**src/design/rtt_pkg.sv**
```systemverilog
// package for the repeating timer table
// types, codes and widths shared by the controller, datapath and top level
`timescale 1ns / 1ps

package rtt_pkg;

    localparam int TIMER_SLOTS_DEF = 16;
    localparam int SLOT_LIMIT      = 16;

    localparam int TIME_W   = 32;
    localparam int DELAY_W  = 31;
    localparam int REPEAT_W = 32;
    localparam int SLOT_W   = 4;
    localparam int MODE_W   = 2;
    localparam int KIND_W   = 2;
    localparam int ENTRY_W  = TIME_W + DELAY_W + REPEAT_W;

    localparam logic [MODE_W-1:0] MODE_TICK   = 2'd0;
    localparam logic [MODE_W-1:0] MODE_ADD    = 2'd1;
    localparam logic [MODE_W-1:0] MODE_CANCEL = 2'd2;

    localparam logic [KIND_W-1:0] KIND_FIRED     = 2'd0;
    localparam logic [KIND_W-1:0] KIND_ADDED     = 2'd1;
    localparam logic [KIND_W-1:0] KIND_CANCELLED = 2'd2;
    localparam logic [KIND_W-1:0] KIND_FULL      = 2'd3;

    typedef struct packed {
        logic [MODE_W-1:0]          mode;
        logic [TIME_W-1:0]          now_ms;
        logic [DELAY_W-1:0]         delay_ms;
        logic signed [REPEAT_W-1:0] repeat_count;
        logic [SLOT_W-1:0]          slot_id;
    } t_request;

    typedef struct packed {
        logic [KIND_W-1:0] kind;
        logic [SLOT_W-1:0] slot;
        logic              last;
    } t_result;

    typedef struct packed {
        logic capture;
        logic scan_init;
        logic scan_run;
        logic flush;
        logic do_add;
        logic do_cancel;
    } t_dp_cmd;

    typedef struct packed {
        logic scan_done;
    } t_dp_stat;

endpackage

```
**src/design/rtt_ram.sv**
```systemverilog
// generic single-write, single-read ram with registered read data
// no dependencies
`timescale 1ns / 1ps

module rtt_ram #(
    parameter int WIDTH = 8,
    parameter int DEPTH = 16,
    parameter int AW    = (DEPTH > 1) ? $clog2(DEPTH) : 1
) (
    input  logic             i_clk,
    input  logic             i_we,
    input  logic [AW-1:0]    i_waddr,
    input  logic [WIDTH-1:0] i_wdata,
    input  logic [AW-1:0]    i_raddr,
    output logic [WIDTH-1:0] o_rdata
);

    logic [WIDTH-1:0] r_mem [DEPTH];
    logic [WIDTH-1:0] r_rdata;

    always_ff @(posedge i_clk) begin
        if (i_we) begin
            r_mem[i_waddr] <= i_wdata;
        end
        r_rdata <= r_mem[i_raddr];
    end

    assign o_rdata = r_rdata;

endmodule

```
**src/design/rtt_ctrl.sv**
```systemverilog
// controller state machine for the timer table
// uses rtt_pkg command and status types; drives the datapath
`timescale 1ns / 1ps

module rtt_ctrl (
    input  logic                      i_clk,
    input  logic                      i_rst_n,
    input  logic                      start,
    input  logic [rtt_pkg::MODE_W-1:0] i_mode,
    input  rtt_pkg::t_dp_stat         i_stat,
    output rtt_pkg::t_dp_cmd          o_cmd,
    output logic                      busy
);
    import rtt_pkg::*;

    localparam logic [1:0] ST_IDLE   = 2'd0;
    localparam logic [1:0] ST_ADD    = 2'd1;
    localparam logic [1:0] ST_CANCEL = 2'd2;
    localparam logic [1:0] ST_SCAN   = 2'd3;

    logic [1:0] r_state;
    logic [1:0] n_state;
    logic       accept;

    assign accept = start && (r_state == ST_IDLE);
    assign busy   = (r_state != ST_IDLE);

    always_comb begin
        n_state = r_state;
        o_cmd   = '0;
        o_cmd.capture = accept;
        unique case (r_state)
            ST_IDLE: begin
                if (accept) begin
                    unique case (i_mode)
                        MODE_TICK: begin
                            n_state         = ST_SCAN;
                            o_cmd.scan_init = 1'b1;
                        end
                        MODE_ADD:    n_state = ST_ADD;
                        MODE_CANCEL: n_state = ST_CANCEL;
                        default:     n_state = ST_IDLE;
                    endcase
                end
            end
            ST_ADD: begin
                o_cmd.do_add = 1'b1;
                n_state      = ST_IDLE;
            end
            ST_CANCEL: begin
                o_cmd.do_cancel = 1'b1;
                n_state         = ST_IDLE;
            end
            ST_SCAN: begin
                if (i_stat.scan_done) begin
                    o_cmd.flush = 1'b1;
                    n_state     = ST_IDLE;
                end else begin
                    o_cmd.scan_run = 1'b1;
                end
            end
            default: n_state = ST_IDLE;
        endcase
    end

    always_ff @(posedge i_clk) begin
        if (!i_rst_n) begin
            r_state <= ST_IDLE;
        end else begin
            r_state <= n_state;
        end
    end

endmodule

```
**src/design/rtt_datapath.sv**
```systemverilog
// datapath of the timer table: slot valid bits, slot ram, scan pipeline, result register
// uses rtt_pkg types and rtt_ram; commanded by rtt_ctrl
`timescale 1ns / 1ps

module rtt_datapath #(
    parameter int SLOTS = rtt_pkg::SLOT_LIMIT
) (
    input  logic              i_clk,
    input  logic              i_rst_n,
    input  rtt_pkg::t_request i_req,
    input  rtt_pkg::t_dp_cmd  i_cmd,
    output rtt_pkg::t_dp_stat o_stat,
    output logic              o_strobe,
    output rtt_pkg::t_result  o_res
);
    import rtt_pkg::*;

    localparam int AW    = (SLOTS > 1) ? $clog2(SLOTS) : 1;
    localparam int CNT_W = $clog2(SLOTS + 1);

    t_request           r_req;
    logic [SLOTS-1:0]   r_valid;
    logic [SLOTS-1:0]   n_valid;
    logic [CNT_W-1:0]   r_rd_idx;
    logic [CNT_W-1:0]   n_rd_idx;
    logic               r_ev_vld;
    logic               n_ev_vld;
    logic [AW-1:0]      r_ev_idx;
    logic [AW-1:0]      n_ev_idx;
    logic               r_pend;
    logic               n_pend;
    logic [AW-1:0]      r_pend_slot;
    logic [AW-1:0]      n_pend_slot;
    logic               r_out_vld;
    logic               n_out_vld;
    t_result            r_out;
    t_result            n_out;

    logic               ram_we;
    logic [AW-1:0]      ram_waddr;
    logic [ENTRY_W-1:0] ram_wdata;
    logic [ENTRY_W-1:0] ram_rdata;

    logic [TIME_W-1:0]   rd_start;
    logic [DELAY_W-1:0]  rd_delay;
    logic [REPEAT_W-1:0] rd_repeat;
    logic [TIME_W-1:0]   elapsed;
    logic                due;
    logic [REPEAT_W-1:0] next_repeat;

    logic [SLOTS-1:0]   free_onehot;
    logic               any_free;
    logic [AW-1:0]      free_idx;
    logic               cancel_hit;

    assign {rd_start, rd_delay, rd_repeat} = ram_rdata;
    assign elapsed = r_req.now_ms - rd_start;
    assign due     = elapsed >= {1'b0, rd_delay};
    // positive counts go down, negative ones repeat forever
    assign next_repeat = rd_repeat[REPEAT_W-1] ? rd_repeat : rd_repeat - 1'b1;

    // lowest clear valid bit
    assign free_onehot = ~r_valid & (r_valid + 1'b1);
    assign any_free    = |(~r_valid);
    always_comb begin
        free_idx = '0;
        for (int i = 0; i < SLOTS; i++) begin
            if (free_onehot[i]) begin
                free_idx = free_idx | AW'(i);
            end
        end
    end

    assign cancel_hit = (32'(r_req.slot_id) < SLOTS);

    assign o_stat.scan_done = (r_rd_idx == CNT_W'(SLOTS)) && !r_ev_vld;

    always_comb begin
        n_valid     = r_valid;
        n_rd_idx    = r_rd_idx;
        n_ev_vld    = r_ev_vld;
        n_ev_idx    = r_ev_idx;
        n_pend      = r_pend;
        n_pend_slot = r_pend_slot;
        n_out_vld   = 1'b0;
        n_out       = r_out;
        ram_we      = 1'b0;
        ram_waddr   = r_ev_idx;
        ram_wdata   = {r_req.now_ms, rd_delay, next_repeat};

        if (i_cmd.scan_init) begin
            n_rd_idx = '0;
            n_ev_vld = 1'b0;
            n_pend   = 1'b0;
        end

        if (i_cmd.scan_run) begin
            if (r_rd_idx != CNT_W'(SLOTS)) begin
                n_ev_vld = 1'b1;
                n_ev_idx = r_rd_idx[AW-1:0];
                n_rd_idx = r_rd_idx + 1'b1;
            end else begin
                n_ev_vld = 1'b0;
            end
        end

        // evaluate the entry read in the previous cycle
        if (r_ev_vld && r_valid[r_ev_idx] && due) begin
            // one fired result is held back so the final one can carry last
            if (r_pend) begin
                n_out_vld  = 1'b1;
                n_out.kind = KIND_FIRED;
                n_out.slot = SLOT_W'(r_pend_slot);
                n_out.last = 1'b0;
            end
            n_pend      = 1'b1;
            n_pend_slot = r_ev_idx;
            if (rd_repeat == '0) begin
                n_valid[r_ev_idx] = 1'b0;
            end else begin
                ram_we = 1'b1;
            end
        end

        if (i_cmd.flush && r_pend) begin
            n_out_vld  = 1'b1;
            n_out.kind = KIND_FIRED;
            n_out.slot = SLOT_W'(r_pend_slot);
            n_out.last = 1'b1;
            n_pend     = 1'b0;
        end

        if (i_cmd.do_add) begin
            n_out_vld  = 1'b1;
            n_out.last = 1'b1;
            if (any_free) begin
                n_valid[free_idx] = 1'b1;
                ram_we     = 1'b1;
                ram_waddr  = free_idx;
                ram_wdata  = {r_req.now_ms, r_req.delay_ms, r_req.repeat_count};
                n_out.kind = KIND_ADDED;
                n_out.slot = SLOT_W'(free_idx);
            end else begin
                n_out.kind = KIND_FULL;
                n_out.slot = '0;
            end
        end

        if (i_cmd.do_cancel) begin
            if (cancel_hit) begin
                n_valid[r_req.slot_id[AW-1:0]] = 1'b0;
            end
            n_out_vld  = 1'b1;
            n_out.kind = KIND_CANCELLED;
            n_out.slot = r_req.slot_id;
            n_out.last = 1'b1;
        end
    end

    rtt_ram #(
        .WIDTH (ENTRY_W),
        .DEPTH (SLOTS),
        .AW    (AW)
    ) u_slot_ram (
        .i_clk   (i_clk),
        .i_we    (ram_we),
        .i_waddr (ram_waddr),
        .i_wdata (ram_wdata),
        .i_raddr (r_rd_idx[AW-1:0]),
        .o_rdata (ram_rdata)
    );

    always_ff @(posedge i_clk) begin
        if (!i_rst_n) begin
            r_valid   <= '0;
            r_rd_idx  <= '0;
            r_ev_vld  <= 1'b0;
            r_pend    <= 1'b0;
            r_out_vld <= 1'b0;
        end else begin
            r_valid   <= n_valid;
            r_rd_idx  <= n_rd_idx;
            r_ev_vld  <= n_ev_vld;
            r_pend    <= n_pend;
            r_out_vld <= n_out_vld;
        end
    end

    always_ff @(posedge i_clk) begin
        if (i_cmd.capture) begin
            r_req <= i_req;
        end
        r_ev_idx    <= n_ev_idx;
        r_pend_slot <= n_pend_slot;
        r_out       <= n_out;
    end

    assign o_strobe = r_out_vld;
    assign o_res    = r_out;

endmodule

```
**src/design/repeating_timer_table.sv**
```systemverilog
// top level of the repeating timer table
// instantiates rtt_ctrl and rtt_datapath; types from rtt_pkg
`timescale 1ns / 1ps

// A request is taken when start is high and busy is low. An add or a cancel
// keeps busy high while the controller sits in its ADD or CANCEL state and
// gives one registered result in the cycle in which busy falls; mode 3 is
// taken and does nothing. A tick keeps busy high until every slot has been
// read from the slot ram, one entry a cycle through its single read port, and
// evaluated, and gives one fired result per due slot, in ascending slot order,
// with last set on the final one; a tick with nothing due gives no result.
// Each result sits on o_res for exactly one cycle with o_strobe high, and the
// receiver cannot hold it off, so it must take every strobe. Slots used are
// the smaller of TIMER_SLOTS and sixteen.
module repeating_timer_table #(
    parameter int TIMER_SLOTS = rtt_pkg::TIMER_SLOTS_DEF
) (
    input  logic              i_clk,
    input  logic              i_rst_n,
    input  logic              start,
    input  rtt_pkg::t_request i_req,
    output logic              busy,
    output logic              o_strobe,
    output rtt_pkg::t_result  o_res
);
    import rtt_pkg::*;

    localparam int USABLE = (TIMER_SLOTS < SLOT_LIMIT) ? TIMER_SLOTS : SLOT_LIMIT;

    t_dp_cmd  cmd;
    t_dp_stat stat;

    rtt_ctrl u_ctrl (
        .i_clk   (i_clk),
        .i_rst_n (i_rst_n),
        .start   (start),
        .i_mode  (i_req.mode),
        .i_stat  (stat),
        .o_cmd   (cmd),
        .busy    (busy)
    );

    rtt_datapath #(
        .SLOTS (USABLE)
    ) u_datapath (
        .i_clk    (i_clk),
        .i_rst_n  (i_rst_n),
        .i_req    (i_req),
        .i_cmd    (cmd),
        .o_stat   (stat),
        .o_strobe (o_strobe),
        .o_res    (o_res)
    );

endmodule

```
**config.mk**
```make
export PLATFORM = sky130hd
export DESIGN_NAME = repeating_timer_table
export DESIGN_NICKNAME = d
export VERILOG_FILES = /design/src/design/rtt_pkg.sv /design/src/design/rtt_ram.sv /design/src/design/rtt_ctrl.sv /design/src/design/rtt_datapath.sv /design/src/design/repeating_timer_table.sv
export SDC_FILE = /design/constraint.sdc
export NUM_CORES = 2
export LEC_CHECK = 0
export BUFFER_PORTS_ARGS = -buffer_cell sky130_fd_sc_hd__buf_2
export CAP_MARGIN = 5
export CORE_MARGIN = 2
export CORE_UTILIZATION = 45
export DETAILED_ROUTE_END_ITERATION = 8
export HOLD_SLACK_MARGIN = 0.02
export PLACE_DENSITY_LB_ADDON = 0.2
export REMOVE_ABC_BUFFERS = 1
export SLEW_MARGIN = 30
export SYNTH_ARGS = -nofsm -noshare
export SYNTH_HDL_FRONTEND = slang
export SYNTH_SLANG_ARGS = --single-unit
```
**constraint.sdc**
```tcl
create_clock -name i_clk -period 21.2 [get_ports i_clk]
set_clock_uncertainty 0.2 [all_clocks]
set_input_delay 0 -clock i_clk [delete_from_list [all_inputs] [get_ports i_clk]]
set_output_delay 0 -clock i_clk [all_outputs]
set_load 0.02 [all_outputs]
```
; ---- Word level (Yosys, flattened, before mapping)
; Memory sizes are Yosys's and may differ from the RTL's. A register that Yosys moved wholly into a read port is not among the register bits.
; Cells that the tools add are included.
[word_totals]
regBits = 140
ram_bits = 1520
in_bits = 104
out_inout_bits = 9
wordCells = 141
mem_count = 1
[classes]
n_addsub = 4
order_cmp = 7
n_eq_ne = 9
mux = 69
bitwise_logic = 8
n_reduce_logical = 28
[memory_table]
columns = memory, depth, width, rd, rd_clocked_by_memory_dff, wr, line_no
row1 = u_datapath.u_slot_ram.r_mem, 16, 95, 1, 1, 1, rtt_ram.sv:18  ; logic [WIDTH-1:0] r_mem [DEPTH];
[ops]
columns = operator, n
row1 = 63-bit 2-to-1 mux, 2
row2 = 16-bit 2-to-1 mux, 5
row3 = 16-bit AND, 3
row4 = 16-bit inverter, 3
row5 = 4-bit 2-to-1 mux, 10
row6 = 32-bit by 31-bit greater-or-equal comparator with 1-bit output, 1
row7 = 32-bit logical NOT, 1
row8 = 32-bit 2-to-1 mux, 1
row9 = "32-bit by 1-bit subtractor with 32-bit output, second input constant", 1
row10 = 32-bit subtractor, 1
row11 = 7-bit 2-to-1 mux, 4
row12 = 1-bit 2-to-1 mux, 27
row13 = 5-bit 2-to-1 mux, 4
row14 = "16-bit by 1-bit adder with 16-bit output, second input constant", 1
row15 = 16-bit OR, 1
row16 = 16-bit OR reduction, 1
row17 = "4-bit by 5-bit < comparator with 1-bit output, second input constant", 3
row18 = 1-bit demux with 4-bit select, 3
row19 = "4-bit by 1-bit greater-or-equal comparator with 1-bit output, second input constant", 3
row20 = 3-bit 2-to-1 mux, 4
row21 = 2-bit case mux with 3 select lines, 2
row22 = 2-bit 2-to-1 mux, 5
row23 = 2-bit AND reduction, 5
row24 = 1-bit logical AND, 8
row25 = other kinds (17), 26

; ---- Depth between registers and ports, before layout
[logic_depth]
ltp_word = 26
depth_mapped = 24
mapped_depth_nobuf = 23

; ---- By module
; From an unflattened synthesis, not the netlist that was laid out.
[hier_totals]
hier_cells = 3394
area_unflattened_um2 = 67718.7
[by_module_without_submodules]
columns = mod, n_inst, cells_each, area_per_inst_um2, seq_area_each_um2
row1 = rtt_ram, 1, 2434, 58696.3, 47545.6
row2 = rtt_datapath, 1, 943, 8877.3, 3873.7
row3 = rtt_ctrl, 1, 17, 145.1, 40.0

; ---- Worst setup path before layout
; Ideal clock, no wire load.
[synth_path]
kind = reg-to-reg
start = register u_datapath.r_req[67] in the netlist's numbering
end = memory u_datapath.u_slot_ram.r_mem[0][0] in the netlist's numbering, enable pin
setup_time_ps = 549
arrival_time_ps = 9112
t_required_ps = 20451
path_slack_ps = 11339
path_stages_with_launch = 24
path_buffers = 1
period_less_slack_ps = 9861
path_cell_list = edfxtp_1 -> inv_1 -> ha_1 -> inv_1 -> fa_1 -> a21o_1 -> a221oi_1 -> a21oi_1 -> a41oi_1 -> o311ai_0 -> a211oi_1 -> o41ai_1 -> a21oi_1 -> xnor2_1 -> ha_1 -> nand3_1 -> or3_1 -> o311ai_0 -> a31o_2 -> nor3_1 -> nor4_1 -> buf_2 -> a31oi_1 -> nor2_1
[synth_between]
elab_chain_len = 8
[synth_lines]
columns = item, line_no
row1 = "start, declared", rtt_datapath.sv:21  ; t_request r_req;
row2 = "start signal, assigned", rtt_datapath.sv:191  ; r_req <= i_req;
row3 = 32-bit subtractor (*), rtt_datapath.sv:57  ; assign elapsed = r_req.now_ms - rd_start;
row4 = 32-bit by 31-bit greater-or-equal comparator with 1-bit output (*), rtt_datapath.sv:58  ; assign due = elapsed >= {1'b0, rd_delay};
row5 = 1-bit logical AND (*), rtt_datapath.sv:108  ; if (r_ev_vld && r_valid[r_ev_idx] && due) begin
row6 = 1-bit 2-to-1 mux (*), rtt_datapath.sv:108
row7 = 1-bit 2-to-1 mux, rtt_datapath.sv:136  ; if (any_free) begin
row8 = 1-bit 2-to-1 mux (*), rtt_datapath.sv:133  ; if (i_cmd.do_add) begin
row9 = 1-bit 2-to-1 mux (*), rtt_ram.sv:22  ; if (i_we) begin
row10 = 1-bit 2-to-1 mux (implied by the code) (*), rtt_ram.sv:23  ; r_mem[i_waddr] <= i_wdata;
row11 = "end, declared", rtt_ram.sv:18
; Every way passes the cells marked *; elsewhere a longest branch is shown, timed or not.

; ---- Final worst setup path
[layout_path]
start = register u_datapath.r_req[67] in the netlist's numbering
end = memory u_datapath.u_slot_ram.r_mem[10][27] in the netlist's numbering, enable pin
; The elaborated chain is that of the path after synthesis.

==> results by group <==
Pwr
  – Clk network pwr share: 0.419
  – Max IR drop VDD: 0.0000848 V
  – Pleak: 0.0251 uW
  – Int Power: 5820 uW
  – Comb pwr share: 0.051
  – Switching Power: 1580 uW
  – Pwr per Cell Area: 92.9 nW/um2
  – Reg power frac: 0.530
  – Sw Ratio: 0.213

Critical path
  – CP required: 21.44 ns
  – Worst setup SP type: register
  – Crit-path max FO: 44
  – Slowest cell on crit path: buf_4
  – Setup CP Type: reg2reg
  – Critical Path Max Stage Delay: 0.85 ns
  – Critical path data arrival time: 9.66 ns
  – Endpoint type of the worst setup path: register
  – CP dominant cell by count: buf_4
  – R2R Setup Slk: 11.78 ns

Timing
  – WHS: 0.225 ns
  – Fmax: 0.106 GHz
  – Worst rel slew slack: 0.354
  – Crit share post-route: 0.445
  – Slack of the critical path: 11.78 ns
  – Final Max Slew Viols: 0
  – Sum Neg Setup Slack: 0 ns
  – Setup-failing EPs final: 0
  – Worst slew pin tran: 0.964 ns
  – Hold Violations, Final: 0
  – RSZ-0062 raised after global routing: no
  – Tmin final: 9.42 ns

Drt
  – Post-DRT Antenna Nets: 0
  – Final WL: 157 mm
  – DRC: 0
  – DRT Pass-1 Iters: 7
  – DRT iter0 DRCs: 3,125
  – WL per Instance: 27.0 um
  – Vias after detailed routing: 33,456
  – Vias per inst: 5.73

Synth
  – Area leader, netlist: edfxtp_1
  – EDFF count, synth: 1,631
  – Synth async-reset ratio: 0
  – Synth area leaders: edfxtp_1 72%, mux4_2 16%, dfxtp_1 3.7%, ha_1 1.3%, o21ai_0 0.66%
  – Synth Cell Area: 67,800 um2
  – Mean post-synth cell area: 21.3 um2
  – Share of the synthesized area in the top cell type: 0.722
  – Mapped Cells: 3,189
  – Yosys warning total: 0
  – Flops & latches, synth: 1,755
  – Sequential area share after synthesis: 0.759
  – Distinct cell type count after synthesis: 65
  – Prevailing post-synth register cell: edfxtp_1

Final layout
  – Layout cell share with drive strength beyond 1: 0.265
  – Fin cells: 5,834
  – Syn-to-layout area delta: 17.4%
  – Final #Nets: 3,835
  – Fin area: 79,600 um2

Global route
  – Grt total ovfl: 0
  – Largest net degree at the start of global routing: 112
  – GR Util All Layers: 0.207
  – Initial antenna violation count: 8
  – First-pass GRT wire length: 232 mm
  – Vias in the first global route: 34,999

Clock network
  – CTS resizes: 0
  – Clock transition at path regs: 0.06 ns
  – Hold-fix buffers, CTS: 210
  – TritonCTS Buffers: 179
  – CTS Sinks: 1,755
  – H-tree depth: 4
  – Clock Tree Root: clkbuf_16
  – TritonCTS clock tree: yes
  – Clk buf depth: 3
  – Clk_lat worst skew: 0.82 ns
  – Setup bufs post-CTS: 0

Floorplan
  – Row cnt: 142
  – Die Y: 392 um
  – Chip Width: 392 um
  – Core area: 150,000 um2
  – # IOs: 113
  – Initial Util: 0.453
  – Die ar.: 154,000 um2

Placed design
  – Post-DP Area: 71,600 um2
  – Place WS: 11.62 ns
  – Post-DP HPWL: 87.0 mm
  – GP Congestion: 0.850
  – # port buffers: 112
  – Inst Count DP: 5,284

Run status
  – Outcome: complete, no violations

Flow run
  – Max cap viols: 0

Min path
  – Worst min path class: in2reg
==> registers in the layout, indices dropped and copies added, names as in the netlist <==
name	count
u_ctrl.r_state	2
u_datapath.r_req	99
u_datapath.r_ev_vld	1
u_datapath.r_valid	16
u_datapath.o_strobe	1
u_datapath.u_slot_ram.r_mem	1520
u_datapath.u_slot_ram.o_rdata	95
u_datapath.o_res	7
u_datapath.r_ev_idx	4
u_datapath.r_pend_slot	4
u_datapath.r_rd_idx	5
u_datapath.r_pend	1
==> worst max-delay path, delay by kind of cell, from the launching register on <==
| family | cells | cell delay, ns |
|---|---|---|
| AOI/OAI and AO/OA | 11 | 3.45 |
| xor gates and xnor gates | 1 | 0.09 |
| adders and majority gates | 3 | 0.88 |
| buffers and inverters | 5 | 1.95 |
| DFF | 1 | 0.60 |
| and+or+nand+nor | 5 | 1.80 |
==> metal layers <==
metal,up-vias,GRT usage,routed length (um)
met5,-,0,20
li1,14216,-,-
met4,2,0.0525,2970
met3,214,0.0346,9560
met1,17847,0.292,67700
met2,1177,0.338,77100
==> synthesized netlist by cell type, types with 4 or more instances <==
master,instances
nor2_1,72
o21bai_1,6
nand2_1,113
nand3_1,28
o31ai_1,7
xnor2_1,44
buf_1,34
dfxtp_1,124
a21boi_0,6
and2_1,10
a21o_1,21
inv_1,90
nor3b_1,4
ha_1,70
nand4_1,18
and3_1,6
a211oi_1,4
and4_1,4
a211o_1,4
xor2_1,11
nor3_1,22
a221oi_1,5
a31o_2,4
nor4_1,13
mux4_2,480
edfxtp_1,1631
clkbuf_1,104
nand2b_1,9
o221ai_1,5
nor2b_1,10
or3_1,15
a31oi_1,9
o21ai_0,89
a21oi_1,61
==> kinds of logic (layout without fill, tap and decap cells) <==
logic type / after synthesis / in the layout / synth area share
AND/OR/NAND/NOR: 338 / 338 / 0.0242
XOR/XNOR: 55 / 55 / 0.00710
flip-flops: 1755 / 1755 / 0.759
AO/OA/AOI/OAI: 259 / 259 / 0.0242
multiplexers: 480 / 480 / 0.159
other: 0 / 1 / 0
buffers and inverters: 231 / 859 / 0.0128
adder cells (fa/ha/maj): 71 / 71 / 0.0132
==> area by class of cell <==
cell class	instances	area, um2
fill	11454	70200
sequential	1755	51500
multi-input combinational	1203	15700
clock buffer	242	4930
timing repair buffer	431	3720
tap	2016	2520
clock inverter	96	932
inverter	90	338
antenna	1	2.50
==> power groups by stage <==
stage | sequential [uW] | clock (uW) | combinational (uW)
after global routing | 3920 | 3310 | 408
final | 3920 | 3100 | 375
after detailed placement | 3990 | 0 | 344
after CTS | 3920 | 3160 | 375
after global placement | 3990 | 0 | 330
after floorplan | 4000 | 0 | 220
==> worst paths after layout <==
check,start,depth (start not counted),to
hold reg to reg,u_datapath.o_res[6]$_SDFFE_PN1P_,2,u_datapath.o_res[6]$_SDFFE_PN1P_
hold / removal,i_req[96],3,u_datapath.r_req[96]$_DFFE_PP_
setup / recovery,u_datapath.r_req[67]$_DFFE_PP_,25,u_datapath.u_slot_ram.r_mem[10][27]$_DFFE_PP_
setup reg to reg,u_datapath.r_req[67]$_DFFE_PP_,25,u_datapath.u_slot_ram.r_mem[10][27]$_DFFE_PP_
==> metrics by stage <==
stage                      util  total power [uW]
after floorplan               -              4220
after global placement    0.476              4320
after detailed placement  0.478              4340
after CTS                 0.531              7460
after global routing      0.531              7640
final                     0.531              7390
==> cells in the final DEF (no fill, tap or decap), drive strengths merged, types with 9 or more instances in the layout <==
cell type / synthesis / final
mux4: 480 / 480
nor2: 72 / 72
clkbuf: 104 / 242
xor2: 11 / 11
nand2b: 9 / 9
nor3: 22 / 22
nand3: 28 / 28
a21o: 21 / 21
and2: 10 / 10
xnor2: 44 / 44
nand4: 18 / 18
ha: 70 / 70
o21ai: 89 / 89
dlygate4sd3: 0 / 210
a31oi: 9 / 9
clkinv: 0 / 75
bufinv: 0 / 12
or3: 16 / 16
inv: 90 / 95
nand2: 113 / 113
a21oi: 61 / 61
nor2b: 10 / 10
nor4: 13 / 13
buf: 37 / 221
edfxtp: 1631 / 1631
dfxtp: 124 / 124
(Power assumes the default switching activity.)
